**src/design/utfs_pkg.sv**
```systemverilog
// Package for the UTF-8 character boundary segmenter.
// Holds byte-class constants, result field layout and the run record type.
// No dependencies.
package utfs_pkg;

  localparam int OFFSET_BITS = 16;

  // Result tdata layout, lowest bit first
  localparam int BYTE_LSB  = 0;
  localparam int OFS_LSB   = 8;
  localparam int OVF_BIT   = OFS_LSB + OFFSET_BITS;
  localparam int START_BIT = OVF_BIT + 1;
  localparam int LEN_LSB   = START_BIT + 1;
  localparam int DATA_BITS = LEN_LSB + 3;
  localparam int TDATA_W   = ((DATA_BITS + 7) / 8) * 8;

  localparam logic [7:0] TRAIL_LO = 8'h80;
  localparam logic [7:0] TRAIL_HI = 8'hBF;
  localparam logic [7:0] LEAD2_LO = 8'hC2;
  localparam logic [7:0] LEAD2_HI = 8'hDF;
  localparam logic [7:0] LEAD3_LO = 8'hE0;
  localparam logic [7:0] LEAD3_HI = 8'hEF;
  localparam logic [7:0] LEAD4_LO = 8'hF0;
  localparam logic [7:0] LEAD4_HI = 8'hF4;

  // Results caused by one input byte, released in order
  typedef struct packed {
    logic [3:0][7:0] bytes;
    logic [2:0]      count;     // 0..4 results
    logic            complete;  // bytes form one multi-byte character
    logic [2:0]      char_len;  // length for the first result
    logic            eot;       // run ends the text
  } run_t;

  // Full sequence length for a lead byte, 0 if not a lead
  function automatic logic [2:0] lead_length(input logic [7:0] b);
    logic [2:0] len;
    len = 3'd0;
    if (b >= LEAD2_LO && b <= LEAD2_HI) len = 3'd2;
    else if (b >= LEAD3_LO && b <= LEAD3_HI) len = 3'd3;
    else if (b >= LEAD4_LO && b <= LEAD4_HI) len = 3'd4;
    return len;
  endfunction

endpackage

```
**src/design/utfs_segment.sv**
```systemverilog
// Sequence tracker: holds lead and trail bytes and builds the run of results
// for each accepted byte. Depends on utfs_pkg.
module utfs_segment import utfs_pkg::*; (
  input  logic       clk,
  input  logic       rst,
  input  logic       accept,
  input  logic [7:0] data_byte,
  input  logic       end_of_text,
  output run_t       run
);

  logic [7:0] held_bytes [4];
  logic [2:0] held_count;
  logic [2:0] needed_length;

  logic       trail;
  logic [2:0] lead_len;
  logic       consume;
  logic [2:0] new_count;
  logic       complete;

  always_comb begin
    trail     = (data_byte >= TRAIL_LO) && (data_byte <= TRAIL_HI);
    lead_len  = lead_length(data_byte);
    consume   = (held_count != 3'd0) && trail;
    new_count = held_count + 3'd1;
    complete  = consume && (new_count >= needed_length);

    // Held bytes first, then the new byte
    for (int i = 0; i < 4; i++) begin
      run.bytes[i] = (3'(i) < held_count) ? held_bytes[i] : data_byte;
    end
    if (consume) begin
      run.count = (complete || end_of_text) ? new_count : 3'd0;
    end else begin
      run.count = (lead_len != 3'd0 && !end_of_text) ? held_count : new_count;
    end
    run.complete = complete;
    run.char_len = complete ? needed_length : 3'd1;
    run.eot      = end_of_text;
  end

  always_ff @(posedge clk) begin
    if (rst) begin
      held_count    <= 3'd0;
      needed_length <= 3'd0;
    end else if (accept) begin
      if (consume && !complete && !end_of_text) begin
        held_count <= new_count;
      end else if (!consume && lead_len != 3'd0 && !end_of_text) begin
        held_count    <= 3'd1;
        needed_length <= lead_len;
      end else begin
        held_count    <= 3'd0;
        needed_length <= 3'd0;
      end
    end
  end

  // Held byte store, no reset: only written entries are read
  always_ff @(posedge clk) begin
    if (accept) begin
      if (consume && !complete && !end_of_text) begin
        held_bytes[held_count[1:0]] <= data_byte;
      end else if (!consume && lead_len != 3'd0 && !end_of_text) begin
        held_bytes[0] <= data_byte;
      end
    end
  end

endmodule

```
**src/design/utfs_emit.sv**
```systemverilog
// Result stage (uses utfs_pkg): registers one run and releases its results
// one per cycle while m_tready is high, each with its saturating byte offset.
module utfs_emit import utfs_pkg::*; (
  input  logic               clk,
  input  logic               rst,
  input  logic               load,
  input  run_t               run_in,
  output logic               can_load,
  output logic               m_tvalid,
  input  logic               m_tready,
  output logic [TDATA_W-1:0] m_tdata,
  output logic               m_tlast,
  output logic               m_tuser
);

  run_t                 run;
  logic                 run_valid;
  logic [1:0]           idx;
  logic [OFFSET_BITS:0] pos;

  logic                 last_item;
  logic                 take;
  logic                 char_start;
  logic [2:0]           char_length;
  logic [OFFSET_BITS-1:0] byte_offset;
  logic [DATA_BITS-1:0] packed_data;

  always_comb begin
    last_item   = ({1'b0, idx} == (run.count - 3'd1));
    take        = run_valid && m_tready;
    can_load    = !run_valid || (take && last_item);
    char_start  = !(run.complete && idx != 2'd0);
    char_length = (idx == 2'd0) ? run.char_len : 3'd1;
    byte_offset = pos[OFFSET_BITS] ? {OFFSET_BITS{1'b1}} : pos[OFFSET_BITS-1:0];
    packed_data = {char_length, char_start, pos[OFFSET_BITS], byte_offset,
                   run.bytes[idx]};
    m_tvalid    = run_valid;
    m_tdata     = TDATA_W'(packed_data);
    m_tuser     = last_item;
    m_tlast     = last_item && run.eot;
  end

  always_ff @(posedge clk) begin
    if (rst) begin
      run_valid <= 1'b0;
      idx       <= 2'd0;
    end else if (load) begin
      run_valid <= 1'b1;
      idx       <= 2'd0;
    end else if (take && last_item) begin
      run_valid <= 1'b0;
    end else if (take) begin
      idx <= idx + 2'd1;
    end
  end

  always_ff @(posedge clk) begin
    if (load) begin
      run <= run_in;
    end
  end

  // Offset of the next result; restart after the final byte of a text
  always_ff @(posedge clk) begin
    if (rst) begin
      pos <= '0;
    end else if (take) begin
      if (last_item && run.eot) begin
        pos <= '0;
      end else if (!pos[OFFSET_BITS]) begin
        pos <= pos + 1'b1;
      end
    end
  end

endmodule

```
**src/design/utf8_char_boundary_segmenter.sv**
```systemverilog
// Top level of the UTF-8 character boundary segmenter.
// Instantiates utfs_segment and utfs_emit; depends on utfs_pkg.
//
// Usage:
//   Input stream (s_*): one text byte per request. s_tdata carries the byte,
//   s_tlast marks the final byte of the text. A request is taken on a clock
//   edge with s_tvalid and s_tready both high.
//   Output stream (m_*): one result per byte, in the original byte order.
//   m_tdata reports the byte, its offset in the text (saturating, with an
//   overflow flag), whether a character starts there and its length.
//   m_tlast flags the result for the final byte of the text; m_tuser flags
//   the last result caused by one input request.
// Latency and throughput:
//   Results appear in the cycle after the request that releases them. A byte
//   that gives one result is taken every cycle while m_tready is high. A byte
//   whose run holds N results occupies the result register until its last result
//   is taken; a held lead or trail byte gives no result until its sequence completes or breaks.
// Reset: rst (synchronous) drops any held sequence, empties the result
//   register and sets the offset back to zero.
// Stall: the waiting result holds while m_tready is low. s_tready is low while
//   a result waits, except in a cycle where the last result of a run is taken.
module utf8_char_boundary_segmenter import utfs_pkg::*; (
  input  logic               clk,
  input  logic               rst,
  input  logic               s_tvalid,
  output logic               s_tready,
  input  logic [7:0]         s_tdata,   // data_byte
  input  logic               s_tlast,   // end_of_text
  output logic               m_tvalid,
  input  logic               m_tready,
  // m_tdata, low bit up: out_byte, byte_offset, offset_overflow,
  // char_start, char_length, zero fill
  output logic [TDATA_W-1:0] m_tdata,
  output logic               m_tlast,   // text_done
  output logic               m_tuser    // last_of_run
);

  run_t run;
  logic accept;
  logic can_load;

  // Take a byte whenever the result register is free or frees this cycle
  assign s_tready = can_load;
  assign accept   = s_tvalid && s_tready;

  utfs_segment u_segment (
    .clk         (clk),
    .rst         (rst),
    .accept      (accept),
    .data_byte   (s_tdata),
    .end_of_text (s_tlast),
    .run         (run)
  );

  // Load only runs that release something; held bytes leave the stage empty
  utfs_emit u_emit (
    .clk      (clk),
    .rst      (rst),
    .load     (accept && (run.count != 3'd0)),
    .run_in   (run),
    .can_load (can_load),
    .m_tvalid (m_tvalid),
    .m_tready (m_tready),
    .m_tdata  (m_tdata),
    .m_tlast  (m_tlast),
    .m_tuser  (m_tuser)
  );

endmodule

```
**config.mk**
```make
export PLATFORM = sky130hd
export DESIGN_NAME = utf8_char_boundary_segmenter
export DESIGN_NICKNAME = d
export VERILOG_FILES = /design/src/design/utfs_pkg.sv /design/src/design/utfs_segment.sv /design/src/design/utfs_emit.sv /design/src/design/utf8_char_boundary_segmenter.sv
export SDC_FILE = /design/constraint.sdc
export NUM_CORES = 1
export LEC_CHECK = 0
export BUFFER_PORTS_ARGS = -buffer_cell sky130_fd_sc_hd__buf_2
export CELL_PAD_IN_SITES_DETAIL_PLACEMENT = 1
export CELL_PAD_IN_SITES_GLOBAL_PLACEMENT = 2
export CORE_MARGIN = 2
export CORE_UTILIZATION = 45
export CTS_BUF_LIST = sky130_fd_sc_hd__clkbuf_4
export CTS_CLUSTER_DIAMETER = 80
export DETAILED_ROUTE_END_ITERATION = 16
export MAX_ROUTING_LAYER = met4
export PLACE_DENSITY = 0.95
export SYNTH_ARGS = -nofsm -noshare
export SYNTH_HDL_FRONTEND = slang
export SYNTH_HIERARCHICAL = 1
export SYNTH_SLANG_ARGS = --single-unit
```
**constraint.sdc**
```tcl
create_clock -name clk -period 9 [get_ports clk]
set_input_delay 0.45 -clock clk [delete_from_list [all_inputs] [get_ports clk]]
set_output_delay 0.45 -clock clk [all_outputs]
set_load 0.01 [all_outputs]
```
# --- Word level (Yosys, flattened, before mapping) ---
# Memory sizes are Yosys's and may differ from the RTL's.
# Cells that the tools add are included.
classes:
  n_addsub: 4
  n_lt_le_gt_ge: 14
  n_eq_ne: 2
  muxes: 31
  n_bitwise: 2
  reduce_logical: 35
ops:
  columns: ["cell", "count"]
  rows:
  - ["$mux W8", 6]
  - ["$mux W17", 2]
  - ["$ge A8 B8 Y1 const B", 4]
  - ["$le A8 B8 Y1 const B", 4]
  - ["$mux W3", 9]
  - ["$add A17 B1 Y17 const B", 1]
  - ["$logic_and A1 B1 Y1", 17]
  - ["$bmux W8 S2", 1]
  - ["$mux W16", 1]
  - ["$mux W1", 11]
  - ["$reduce_bool A3 Y1", 3]
  - ["$reduce_or A8 Y1", 1]
  - ["$lt A1 B3 Y1 const A", 2]
  - ["$lt A2 B3 Y1 const A", 2]
  - ["$reduce_and A2 Y1", 3]
  - ["$logic_not A1 Y1", 5]
  - ["$reduce_bool A2 Y1", 2]
  - ["$add A3 B1 Y3 const B", 1]
  - ["$eq A2 B3 Y1", 1]
  - ["$ge A3 B3 Y1", 1]
  - ["$lt A2 B3 Y1 const B", 1]
  - ["$sub A3 B1 Y3 const B", 1]
  - ["$add A2 B1 Y2 const B", 1]
  - ["$logic_not A2 Y1", 1]
  - ["5 further kinds", 7]
totals:
  regBits: 66
  mem_bits_rw: 32
  in_bits: 13
  output_inout_bits: 36
  mem_count: 1
memory_table:
  columns: ["memory", "words", "word_bits", "rd", "rd_ports_with_merged_regs", "wr", "line_no", "source"]
  rows:
  - ["u_segment.held_bytes", 4, 8, 4, 0, 1, "utfs_segment.sv:12", "logic [7:0] held_bytes [4];"]

# --- Logic depth before layout (Yosys ltp) ---
# Gate-level depths: netlist of run 1.
logic_depth:
  depth_word: 14
  mapped_depth: 12
  mapped_depth_nobuf: 11

# --- Cells and area by module ---
# Netlist of run 1, hierarchy kept.
modules_own_cells:
  columns: ["mod", "instances", "cells_per_inst", "area_per_inst_um2", "seq_area_each_um2"]
  rows:
  - ["utfs_emit", 1, 217, 2731.4, 1601.5]
  - ["utfs_segment", 1, 144, 1953.1, 1081.0]
  - ["utf8_char_boundary_segmenter", 1, 2, 16.3, 0.0]

# --- Worst setup path after synthesis of run 1 ---
# OpenSTA, ideal clock, no wires.
synth_path:
  kind: "flip-flop to flip-flop"
  start: "reg u_segment.held_count[1]"
  end: "reg u_emit/run[0] (netlist bit), enable pin"
  arrival_time_ns: 3.166
  path_slack_ns: 5.429
  stages_incl_launch_ff: 11
  path_buffers: 1
  synth_period_minus_slack_ns: 3.571
  path_cell_list: "dfxtp_1 > clkbuf_1 > inv_1 > ha_1 > ha_1 > nand2_1 > o21ai_1 > or3_1 > nand2_1 > o2bb2ai_1 > o311a_1"
synth_lines:
  columns: ["item", "line_no", "source"]
  rows:
  - ["from (decl)", "utfs_segment.sv:13", "logic [2:0] held_count;"]
  - ["from (signal assigned)", "utfs_segment.sv:49", "held_count <= new_count;"]
  - ["to (signal assigned)", "utfs_emit.sv:59", "run <= run_in;"]
  - ["to (decl)", "utfs_emit.sv:16", "run_t run;"]

# --- Worst setup path in the final report of run 1 ---
layout_path:
  start: "reg u_emit.idx[0]"
  end: "mem u_segment.held_bytes[3][5], enable pin"
layout_between:
  elab_chain_cells: 8
layout_lines:
  columns: ["item", "line_no", "source"]
  rows:
  - ["from (decl)", "utfs_emit.sv:18", "logic [1:0] idx;"]
  - ["from (signal assigned)", "utfs_emit.sv:53", "idx <= idx + 2'd1;"]
  - ["$eq A2 B3 Y1 (*)", "utfs_emit.sv:29", "last_item = ({1'b0, idx} == (run.count - 3'd1));"]
  - ["$logic_and A1 B1 Y1 (*)", "utfs_emit.sv:31", "can_load = !run_valid || (take && last_item);"]
  - ["$logic_or A1 B1 Y1 (*)", "utfs_emit.sv:31", null]
  - ["$logic_and A1 B1 Y1 (*)", "utf8_char_boundary_segmenter.sv:44", "assign accept = s_tvalid && s_tready;"]
  - ["named net accept", "utf8_char_boundary_segmenter.sv:39", "logic accept;"]
  - ["$mux W1", "utfs_segment.sv:62", "if (accept) begin"]
  - ["$mux W1 (not written as such)", "utfs_segment.sv:66", "held_bytes[0] <= data_byte;"]
  - ["$reduce_or A8 Y1 (no source line)", null, null]
  - ["$mux W2 (no source line) or $mux W1 (tied branches)", null, null]
  - ["to (decl)", "utfs_segment.sv:12", null]
# Mark *: on every way through the listed nets, which the timed path passes. The rest lies on a longest branch.

==> out/results.ini, run 1 <==
[yosys]
async_flop_share=0
netlist_area_sq_um=4700
synth.distinct_cells=69
ys_ff_latch=98
synthCells=363
synth_warnings=6
synth_enable_flop_cells=72
ys_seq_area_frac=0.571
avgSynthCellArea_sq_um=12.9
synth_ff_type=edfxtp_1

[drt]
drt_iter0_markers=137
vias=3110
avgRoutedWirePerCell_um=20.8
wl_mm=11.2
dr.pass1.iters=5
drtAntennaViolNets=0
vias_per_cell=5.75
remaining_drc_errors=0

[critical_path]
crit_path_start_kind=flop
path_class=flop to flop
cpPeakStageDelay_ns=1.02
reg2reg_slack_ns=5.19
cp-end-kind=flop
cpMaxStageDelayCell=nor3_1
path_cells=xor2_2 -> nand4_1 -> nand2_1 -> and2_1 -> inv_1 -> nor2_1 -> nand2_1 -> nor3_1
r2r-end=u_segment/held_bytes[3][5]
crit_path_frequent_cell=nand2_1
ff2ff_path_depth=8
worst_ep_arrival_time_ns=3.87
crit_required_ns=9.07
reg2reg_from=u_emit/idx[0]
cp_max_fo=11

[timing]
finalSetupViolCount=0
period_needed_ns=3.81
maxSlewHeadroom=0.109
finalSetupTns_ns=0
worst-slew-pin-transition_ns=1.33
timing.fmax_mhz=263
grt_setup_unrepaired=false
finalHoldViolCount=0
slew_viol_final=0
min_period_over_period=0.423
finClkSkew_ns=0.0252

[min_path]
min_to=u_segment/held_bytes[0][0]
hold_depth=1
min_path_type=input port to flop
hold_start=s_tdata[0]

[finish]
n_antenna_cell=0
finish.utilization=0.502
syn_to_final_growth_pct=9.34
fin_area_sq_um=5140
drive_above_1_share=0.341
final_nets=421
stdcell_count=541

[power_and_ir_drop]
p_total_w=0.000876
p_leak_nw=1.84
p_per_area_nw_per_um2=170
vdd_drop_max_v=0.0000871

[global_routing]
grt_pass1_wl_mm=17.8
antenna_found_initial=0
grt_pass1_vias=3150
track_usage=0.214
grt_max_degree=44
grt_overflow=0

[status]
outcome=complete, no violations

[clocking]
cts_hold_buf=0
cts.sinks=98
cts-resized-gates=0
cts_setup_buffers=0
h-tree-depth=3
clkLatencyLatePin_ns=0.46
cts_tree=done
cts.clk_slew.worst_paths_ns=0.18
cts_made_buffers=9
cts_root_buffer=clkbuf_4
cts.path.max_buffers=2

[place]
dp_cells=525
dp_hpwl_mm=7.87
numPortBuffers=45
gp_congestion=0.819
place_area_sq_um=4980

[die]
io_pins=49
dieHeight_um=106
initial_utilization=0.459
die_area_sq_um=11300
fp-row-count=37
die_x_um=106
coreArea_sq_um=10200

[job]
maxCapViolations=0

[logic make-up (layout without fill, tap and decap cells)]
family | after synthesis | after routing | share of synthesized area
buf+inv | 34 | 74 | 0.0367
compound gates | 59 | 59 | 0.0862
mux | 42 | 42 | 0.120
flops | 98 | 98 | 0.571
simple gates | 115 | 115 | 0.149
other cells | 1 | 3 | 0.000798
fa+ha+maj | 8 | 8 | 0.0213
xor+xnor | 6 | 6 | 0.0160
[power breakdown]
group,total (W),internal [W],switching (W)
combinational,0.0000955,0.0000358,0.0000597
clock,0.000261,0.0000936,0.000167
sequential,0.000519,0.000509,0.0000106
[metrics by stage]
stage	hold slack, ns	setup slack, ns
floorplan	0.465	5.43
global placement	0.499	5.58
detailed placement	0.507	5.22
CTS	0.254	5.20
global route	0.255	4.94
finish	0.290	5.19
[sequential cells by signal (all words and copies together) (netlist names)]
register / flops
u_emit/run: 40
u_segment/held_bytes: 32
u_segment/needed_length: 3
u_emit/pos: 17
u_emit/idx: 2
u_emit/m_tvalid: 1
u_segment/held_count: 3
[worst max-delay path, delay by kind of cell, from the launching register on]
| kind | cells | cell delay, ns |
|---|---|---|
| DFF | 1 | 0.86 |
| xor gates and xnor gates | 1 | 0.37 |
| and+or+nand+nor | 6 | 2.04 |
| buffers and inverters | 1 | 0.16 |
[area by class of cell]
type	count	area (sq um)
fill	1071	5090
sequential	98	2680
multi-input combinational	233	1850
timing repair buffer	45	225
tap	136	170
clock inverter	7	91.3
clock buffer	9	67.6
inverter	13	48.8
[cells in the mapped netlist, types with 2 or more instances]
cell type | n | share of area
a31oi_1 | 2 | 0.0027
nor2_1 | 18 | 0.014
nand2_1 | 13 | 0.010
mux4_2 | 8 | 0.038
o22ai_1 | 4 | 0.0053
nand2b_1 | 4 | 0.0053
buf_2 | 5 | 0.0053
nand3_1 | 9 | 0.0096
nor2b_1 | 4 | 0.0053
a211oi_1 | 4 | 0.0064
o211ai_1 | 2 | 0.0032
clkbuf_1 | 5 | 0.0040
dfxtp_1 | 26 | 0.11
inv_1 | 13 | 0.010
nor3_1 | 7 | 0.0075
and3_1 | 2 | 0.0027
or3_1 | 2 | 0.0027
nand3b_1 | 2 | 0.0032
xor2_1 | 2 | 0.0037
buf_4 | 8 | 0.013
or2_2 | 17 | 0.023
a22oi_1 | 3 | 0.0048
edfxtp_1 | 72 | 0.46
and2_1 | 5 | 0.0067
nor4_1 | 6 | 0.0080
nand3_2 | 3 | 0.0064
ha_1 | 8 | 0.021
mux2_2 | 33 | 0.079
a21oi_1 | 14 | 0.015
xor2_2 | 2 | 0.0069
a21o_1 | 2 | 0.0032
or4_1 | 2 | 0.0032
o21ai_1 | 4 | 0.0043
nand4_1 | 7 | 0.0093
a41o_1 | 2 | 0.0043
o21ai_0 | 10 | 0.011
[layer usage]
layer / global-route usage / wire [um] / vias to the layer above
met5: - / 0 / -
met4: 0.0536 / 100 / 0
met3: 0.0411 / 371 / 8
li1: - / - / 1441
met2: 0.342 / 5740 / 66
met1: 0.285 / 5010 / 1595
[placed cells by master (no fill, tap or decap), drive strengths merged, types with 9 or more instances in the layout]
cell    count
nand3      12
nor2       19
buf        45
inv        18
mux2       33
or2        18
o21ai      14
dfxtp      26
edfxtp     72
nand2      13
a21oi      15
nor3        9
clkbuf      9
[worst max-delay path by stage]
stage	endpoint	from	cells after the start
2_1_floorplan	u_emit/run[0]	u_segment/held_count[1]	10
3_3_place_gp	u_segment/held_bytes[1][6]	u_emit/idx[0]	8
3_5_place_dp	u_segment/held_bytes[3][5]	u_emit/idx[0]	8
4_1_cts	u_segment/held_bytes[3][5]	u_emit/idx[0]	8
5_1_grt	u_segment/held_bytes[3][5]	u_emit/idx[0]	8
6_report	u_segment/held_bytes[3][5]	u_emit/idx[0]	8
Power figures use the tool's default switching activity.
==> inputs of run 2 (changes only) <==
--- a/config.mk
+++ b/config.mk
@@ -5,16 +5,17 @@
 export SDC_FILE = /design/constraint.sdc
 export NUM_CORES = 1
 export LEC_CHECK = 0
+export ABC_AREA = 1
 export BUFFER_PORTS_ARGS = -buffer_cell sky130_fd_sc_hd__buf_2
 export CELL_PAD_IN_SITES_DETAIL_PLACEMENT = 1
 export CELL_PAD_IN_SITES_GLOBAL_PLACEMENT = 2
 export CORE_MARGIN = 2
-export CORE_UTILIZATION = 45
+export CORE_UTILIZATION = 34
 export CTS_BUF_LIST = sky130_fd_sc_hd__clkbuf_4
 export CTS_CLUSTER_DIAMETER = 80
 export DETAILED_ROUTE_END_ITERATION = 16
 export MAX_ROUTING_LAYER = met4
-export PLACE_DENSITY = 0.95
+export PLACE_DENSITY = 0.86
 export SYNTH_ARGS = -nofsm -noshare
 export SYNTH_HDL_FRONTEND = slang
 export SYNTH_HIERARCHICAL = 1
==> constraint.sdc (replaced) <==
create_clock -name clk -period 3.2 [get_ports clk]
set_input_delay 0.16 -clock clk [delete_from_list [all_inputs] [get_ports clk]]
set_output_delay 0.16 -clock clk [all_outputs]
set_load 0.01 [all_outputs]
==> run 2 against run 1 <==
Area after synthesis increased by 2.7%. Count of clock-buffer cells in the layout increased by 1. Non-clock buffer count increased by 19. Sequential cell count unchanged. Power increased to 2.6 times the previous value. Combinational power increased to 2.6 times the previous value. Design area increased by 5.6%. Hold slack got worse by 0.29 ns. Wire length increased by 9.6%. Maximum frequency increased by 32%. Critical endpoint is now u_emit/idx[0]. Largest power group unchanged.
==> out/results.ini, run 2 <==
[drt]
dr.pass1.iters=4  ; -1
drt_iter0_markers=219  ; +60%
avgRoutedWirePerCell_um=16.0  ; -23%
remaining_drc_errors=0  ; unchanged
vias=3790  ; +22%
drtAntennaViolNets=0  ; unchanged
vias_per_cell=4.93  ; -14%
wl_mm=12.3  ; +9.6%

[critical_path]
crit_required_ns=3.65  ; -5.42 ns
cpMaxStageDelayCell=dfxtp_1
path_cells=buf_4 -> inv_2 -> ha_1 -> ha_1 -> nand3_1 -> nand3_1 -> nor2_2 -> nand2_4 -> nand2_1 -> nand2_1 -> o21ai_1 -> inv_1 -> nor2_1 -> a21oi_4 -> inv_1 -> nand2_1 -> o21bai_1 -> a21oi_1
worst_ep_arrival_time_ns=3.33  ; -0.54 ns
cpPeakStageDelay_ns=0.38  ; -0.64 ns
cp_max_fo=11  ; unchanged
path_class=flop to flop
crit_path_start_kind=flop
cp-end-kind=flop
crit_path_frequent_cell=nand2_1
ff2ff_path_depth=18  ; +10

[yosys]
synth_top_cells_by_count=nand2_1 (121), edfxtp_1 (72), inv_1 (60)
synth_enable_flop_cells=72  ; unchanged
ys_top_cells_by_area=edfxtp_1 (45%), dfxtp_1 (11%), nand2_1 (9.4%)
synth_ff_type=edfxtp_1
yosysTopAreaCellShare=0.448  ; -0.0120
netlist_area_sq_um=4830  ; +2.7%
synthCells=529  ; +46%
synth_warnings=6  ; unchanged
synth.distinct_cells=40  ; -42%
ys_seq_area_frac=0.556  ; -0.0149
yosysMostFrequentCell=nand2_1
synth_area_leader_cell=edfxtp_1
avgSynthCellArea_sq_um=9.13  ; -30%
ys_ff_latch=98  ; unchanged
async_flop_share=0  ; unchanged

[finish]
final_nets=603  ; +43%
final_cell_mix=nand2_1 (121), edfxtp_1 (72), inv_1 (60)
layout_commonest_cell=nand2_1
finish.utilization=0.391  ; -0.111
drive_above_1_share=0.174  ; -0.167
regArea_sq_um=2680  ; about the same
multi_input_area_sq_um=1760  ; -5.2%
syn_to_final_growth_pct=12.5
largest_register_ffs=40  ; unchanged
regMostFlops=u_emit/run
largestRegisters=u_emit/run x40, u_segment/held_bytes x32, u_emit/pos x17
stdcell_count=768  ; +42%
nFillCells=1652  ; +54%

[clocking]
cts.sinks=98  ; unchanged
h-tree-depth=3  ; unchanged
clkLatencyLatePin_ns=0.50  ; +0.04 ns
cts.path.max_buffers=2  ; unchanged
cts.clk_slew.worst_paths_ns=0.16  ; -0.02 ns
cts_root_buffer=clkbuf_4
cts_made_buffers=9  ; unchanged
cts_tree=done
cts_setup_buffers=0  ; unchanged

[place]
gp_congestion=0.830  ; +1.3%
numPortBuffers=45  ; unchanged
dp_cells=742  ; +41%
dp_hpwl_mm=9.11  ; +16%

[power_and_ir_drop]
p_per_area_nw_per_um2=424  ; +150%
vdd_drop_max_v=0.000141  ; +62%
p_leak_nw=2.26  ; +23%

[min_path]
hold_depth=2  ; +1
min_path_type=input port to flop

[timing]
period_needed_ns=2.88  ; -0.921 ns
finalHoldViolCount=0  ; unchanged
maxSlewHeadroom=0.561  ; +0.452
finalSetupTns_ns=0  ; unchanged
finClkSkew_ns=0.0178  ; -0.00744 ns
worst-slew-pin-transition_ns=0.655  ; -0.670 ns
finalSetupViolCount=0  ; unchanged
hold_ws_ns=0.00398  ; -0.286 ns
slew_viol_final=0  ; unchanged
min_period_over_period=0.901  ; +0.478
grt_setup_unrepaired=false
timing.fmax_mhz=347  ; +32%

[global_routing]
grt_pass1_vias=3846  ; +22%
grt_overflow=0  ; unchanged
grt_max_degree=37  ; -16%
track_usage=0.173  ; -0.0416
grt_pass1_wl_mm=19.3  ; +8.5%
antenna_found_initial=1  ; +1

[job]
maxCapViolations=0  ; unchanged

[die]
initial_utilization=0.348  ; -0.112
die_x_um=123  ; +16%
die_area_sq_um=15200  ; +34%
dieHeight_um=123  ; +16%
io_pins=49  ; unchanged
fp-row-count=43  ; +16%
coreArea_sq_um=13900  ; +36%

[status]
outcome=complete, no violations

[run 2: routing by layer]
metal,share of wire,global-route usage
met1,0.44,0.199
met2,0.50,0.293
met3,0.029,0.0364
met4,0.022,0.0696
met5,0,-
[run 2: final cells by class]
type,instances,share of cell area
clock inverter,6,0.00737
inverter,64,0.0447
sequential,98,0.494
multi-input combinational,345,0.324
clock buffer,10,0.0138
timing repair buffer,64,0.0742
antenna,1,0.000461
tap,180,0.0415
[run 2: logic make-up (layout without fill, tap and decap cells)]
family / after synthesis / in the layout / share of synthesized area
flops: 98 / 98 / 0.556
compound gates: 90 / 90 / 0.102
buf+inv: 88 / 144 / 0.0832
fa+ha+maj: 8 / 8 / 0.0207
mux: 4 / 4 / 0.00933
simple gates: 238 / 238 / 0.223
xor+xnor: 2 / 2 / 0.00519
other cells: 1 / 4 / 0.000777
[run 2: report_power, final]
group	internal, W	switching (W)
clock network	0.000171	0.000452
logic	0.0000820	0.000167
registers	0.00142	0.0000162
[run 2: critical path: cells and delay by family, from the launching register on]
| family | cells | cell delay, ns |
|---|---|---|
| and+or+nand+nor | 8 | 0.85 |
| adders and majority gates | 2 | 0.65 |
| AOI/OAI and AO/OA | 4 | 0.46 |
| DFF | 1 | 0.38 |
| buffers and inverters | 4 | 0.46 |
[run 2: through the flow]
step	area (sq um)	total power (W)	worst slack [ns]
3_3_place_gp	5220	0.00169	0.354
4_1_cts	5430	0.00232	0.211
3_5_place_dp	5220	0.00170	0.227
2_1_floorplan	4840	0.00161	0.199
5_1_grt	5430	0.00240	0.0245
6_report	5430	0.00230	0.316
[run 2: what timing repair did]
item / 4_1_cts / 5_1_grt
endpoints found under the setup margin: 0 / 1
hold endpoints to repair: 33 / 0
resized for setup: 0 / 1
hold buffers: 9 / 0
[run 2: path summary, 6_finish.rpt]
kind | from | endpoint | slack, ns
max reg2reg | u_segment/held_count[1] | u_emit/idx[0] | 0.32
max | u_segment/held_count[1] | u_emit/idx[0] | 0.32
min reg2reg | u_segment/needed_length[1] | u_segment/needed_length[1] | 0.49
min | rst | u_emit/pos[15] | 0.004
==> inputs of run 3 (changes only) <==
--- a/config.mk
+++ b/config.mk
@@ -10,12 +10,12 @@
 export CELL_PAD_IN_SITES_DETAIL_PLACEMENT = 1
 export CELL_PAD_IN_SITES_GLOBAL_PLACEMENT = 2
 export CORE_MARGIN = 2
-export CORE_UTILIZATION = 34
+export CORE_UTILIZATION = 38
 export CTS_BUF_LIST = sky130_fd_sc_hd__clkbuf_4
 export CTS_CLUSTER_DIAMETER = 80
 export DETAILED_ROUTE_END_ITERATION = 16
 export MAX_ROUTING_LAYER = met4
-export PLACE_DENSITY = 0.86
+export PLACE_DENSITY_LB_ADDON = 0.1
 export SYNTH_ARGS = -nofsm -noshare
 export SYNTH_HDL_FRONTEND = slang
 export SYNTH_HIERARCHICAL = 1
==> constraint.sdc (replaced) <==
create_clock -name clk -period 3.1 [get_ports clk]
set_input_delay 0.155 -clock clk [delete_from_list [all_inputs] [get_ports clk]]
set_output_delay 0.155 -clock clk [all_outputs]
set_load 0.01 [all_outputs]
==> run 3 against run 2 <==
Power grew 7.9%. Sequential power grew 3%. Sequential cell count is the same. Register-to-register slack is essentially flat. Global-route usage grew 2.0 points. Design area grew 0.69%. Via count shrank 1.8%. Clock skew grew 0.0099 ns. Clock power grew 22%. Cell count shrank 1.0%. Critical path type unchanged. Critical endpoint unchanged.
==> out/results.ini, run 3 (synthesis results as in run 2) <==
[min_path]
min_to=u_emit/pos[8]
min_path_type=input port to flop
hold_depth=2  ; unchanged
hold_start=rst

[timing]
finalHoldViolCount=0  ; unchanged
min_period_over_period=0.899  ; -0.00277
worst-slew-pin-transition_ns=0.635  ; -0.0202 ns
finalSetupViolCount=0  ; unchanged
period_needed_ns=2.79  ; -0.0987 ns
hold_ws_ns=0.0619  ; +0.0579 ns
timing.fmax_mhz=359  ; +3.5%
maxSlewHeadroom=0.575  ; +0.0135
finClkSkew_ns=0.0277  ; +0.00989 ns
worst_slack_ns=0.314  ; -0.00128 ns
grt_setup_unrepaired=false
finalSetupTns_ns=0  ; unchanged
slew_viol_final=0  ; unchanged

[global_routing]
grt_pass1_wl_mm=19.2  ; -0.43%
track_usage=0.193  ; +0.0199
grt_overflow=0  ; unchanged
grt_pass1_vias=3816  ; -0.78%
grt_max_degree=41  ; +11%
antenna_found_initial=0  ; -1

[place]
dp_slack_ns=0.185  ; -0.0423 ns
gp_congestion=0.839  ; +1.0%
dp_hpwl_mm=9.10  ; -0.17%
numPortBuffers=45  ; unchanged

[die]
coreArea_sq_um=12500  ; -9.8%
die_x_um=117  ; -5.2%
die_area_sq_um=13600  ; -10%
dieHeight_um=117  ; -5.2%
initial_utilization=0.386  ; +0.0379
io_pins=49  ; unchanged
fp-row-count=41  ; -4.7%

[drt]
vias=3723  ; -1.8%
vias_per_cell=4.90  ; -0.73%
drt_iter0_markers=147  ; -33%
wl_mm=12.0  ; -2.4%
drtAntennaViolNets=0  ; unchanged
avgRoutedWirePerCell_um=15.8  ; -1.4%
wl_met2_mm=5.86  ; -5.5%
dr.pass1.iters=4  ; unchanged
wl_met1_mm=5.57  ; +1.8%
top_layer=met4
remaining_drc_errors=0  ; unchanged
wl_met3_um=268  ; -25%

[finish]
n_antenna_cell=0  ; -1
layout_commonest_cell=nand2_1
final_nets=605  ; +0.33%
drive_above_1_share=0.179  ; +0.00481
regArea_sq_um=2690  ; about the same
nFillCells=1499  ; -9.3%
syn_to_final_growth_pct=13.3
regMostFlops=u_emit/run
largest_register_ffs=40  ; unchanged
multi_input_area_sq_um=1760  ; +0.14%
largestRegisters=u_emit/run x40, u_segment/held_bytes x32, u_emit/pos x17
final_cell_mix=nand2_1 (121), edfxtp_1 (72), inv_1 (60)

[clocking]
clkLatencyLatePin_ns=0.46  ; -0.04 ns
cts_made_buffers=9  ; unchanged
cts.sinks=98  ; unchanged
cts.path.max_buffers=2  ; unchanged
cts_tree=done
h-tree-depth=3  ; unchanged
cts.clk_slew.worst_paths_ns=0.16  ; about the same
cts_root_buffer=clkbuf_4

[power_and_ir_drop]
vdd_drop_max_v=0.000276  ; +96%
p_per_area_nw_per_um2=454  ; +7.2%
p_leak_nw=2.28  ; +0.80%

[critical_path]
cp-end-kind=flop
r2r-end=u_emit/idx[0]
path_cells=ha_1 -> xnor2_1 -> inv_1 -> ha_1 -> a21oi_1 -> nand3_1 -> nor2_2 -> nand2_4 -> nand2_1 -> nand2_1 -> o21ai_1 -> inv_1 -> nor2_2 -> a21oi_4 -> inv_1 -> nand2_1 -> o21bai_1 -> a21oi_1
worst_ep_arrival_time_ns=3.18  ; -0.15 ns
cpPeakStageDelay_ns=0.38  ; about the same
crit_path_start_kind=flop
path_class=flop to flop
cpMaxStageDelayCell=dfxtp_2
reg2reg_slack_ns=0.31  ; about the same
reg2reg_from=u_segment/held_count[0]
ff2ff_path_depth=18  ; unchanged
cp_max_fo=6  ; -5
crit_required_ns=3.50  ; -0.15 ns

[status]
outcome=complete, no violations

[job]
maxCapViolations=0  ; unchanged

[run 3: final cells by class]
class,instances,share of cell area
clock buffer,10,0.0137
clock inverter,5,0.0146
inverter,64,0.0444
multi-input combinational,345,0.322
sequential,98,0.491
tap,172,0.0394
timing repair buffer,66,0.0748
[run 3: worst max-delay path, delay by kind of cell (launching register included)]
family	cells	cell delay, ns
AND/OR/NAND/NOR	7	0.71
flip-flops	1	0.38
buffers and inverters	3	0.29
XOR/XNOR	1	0.19
AO/OA/AOI/OAI	5	0.63
adder cells (fa/ha/maj)	2	0.53
[run 3: worst max-delay path by stage]
stage	startpoint	endpoint	slack, ns	cells after the start
5_1_grt	u_segment/held_count[0]	u_emit/idx[0]	0.002	18
3_5_place_dp	u_segment/held_count[0]	u_emit/run[27]	0.18	15
4_1_cts	u_segment/held_count[0]	u_emit/run[38]	0.16	15
2_1_floorplan	u_segment/held_count[1]	u_emit/idx[0]	0.1	18
3_3_place_gp	u_segment/held_count[0]	u_emit/run[27]	0.34	15
6_report	u_segment/held_count[0]	u_emit/idx[0]	0.31	18
[run 3: repair_timing]
action	in CTS	in global routing
endpoints found under the hold margin	30	0
endpoints found under the setup margin	0	51
hold buffers	9	0
buffers inserted	0	1
resized for setup	0	5
[run 3: routing by layer]
metal,vias to the layer above,GRT usage
met5,-,-
met4,0,0.0816
met3,24,0.0353
met2,53,0.314
met1,1770,0.236
li1,1876,-
[run 3: stage by stage]
step / utilization / cells / cell area [sq um] / total power, W
after floorplan: - / 531 / 4840 / 0.00166
final: 0.437 / 760 / 5470 / 0.00249
after CTS: 0.436 / 759 / 5450 / 0.00252
after global placement: 0.416 / 735 / 5210 / 0.00174
after global routing: 0.437 / 760 / 5470 / 0.00261
after detailed placement: 0.416 / 735 / 5210 / 0.00175
[run 3: where the power goes]
part | total (W) | leakage (nW) | internal [W] | switching [W]
registers | 0.00148 | 0.878 | 0.00146 | 0.0000179
logic | 0.000248 | 1.32 | 0.0000823 | 0.000165
clock network | 0.000759 | 0.0805 | 0.000333 | 0.000426
total | 0.00249 | 2.28 | 0.00188 | 0.000609
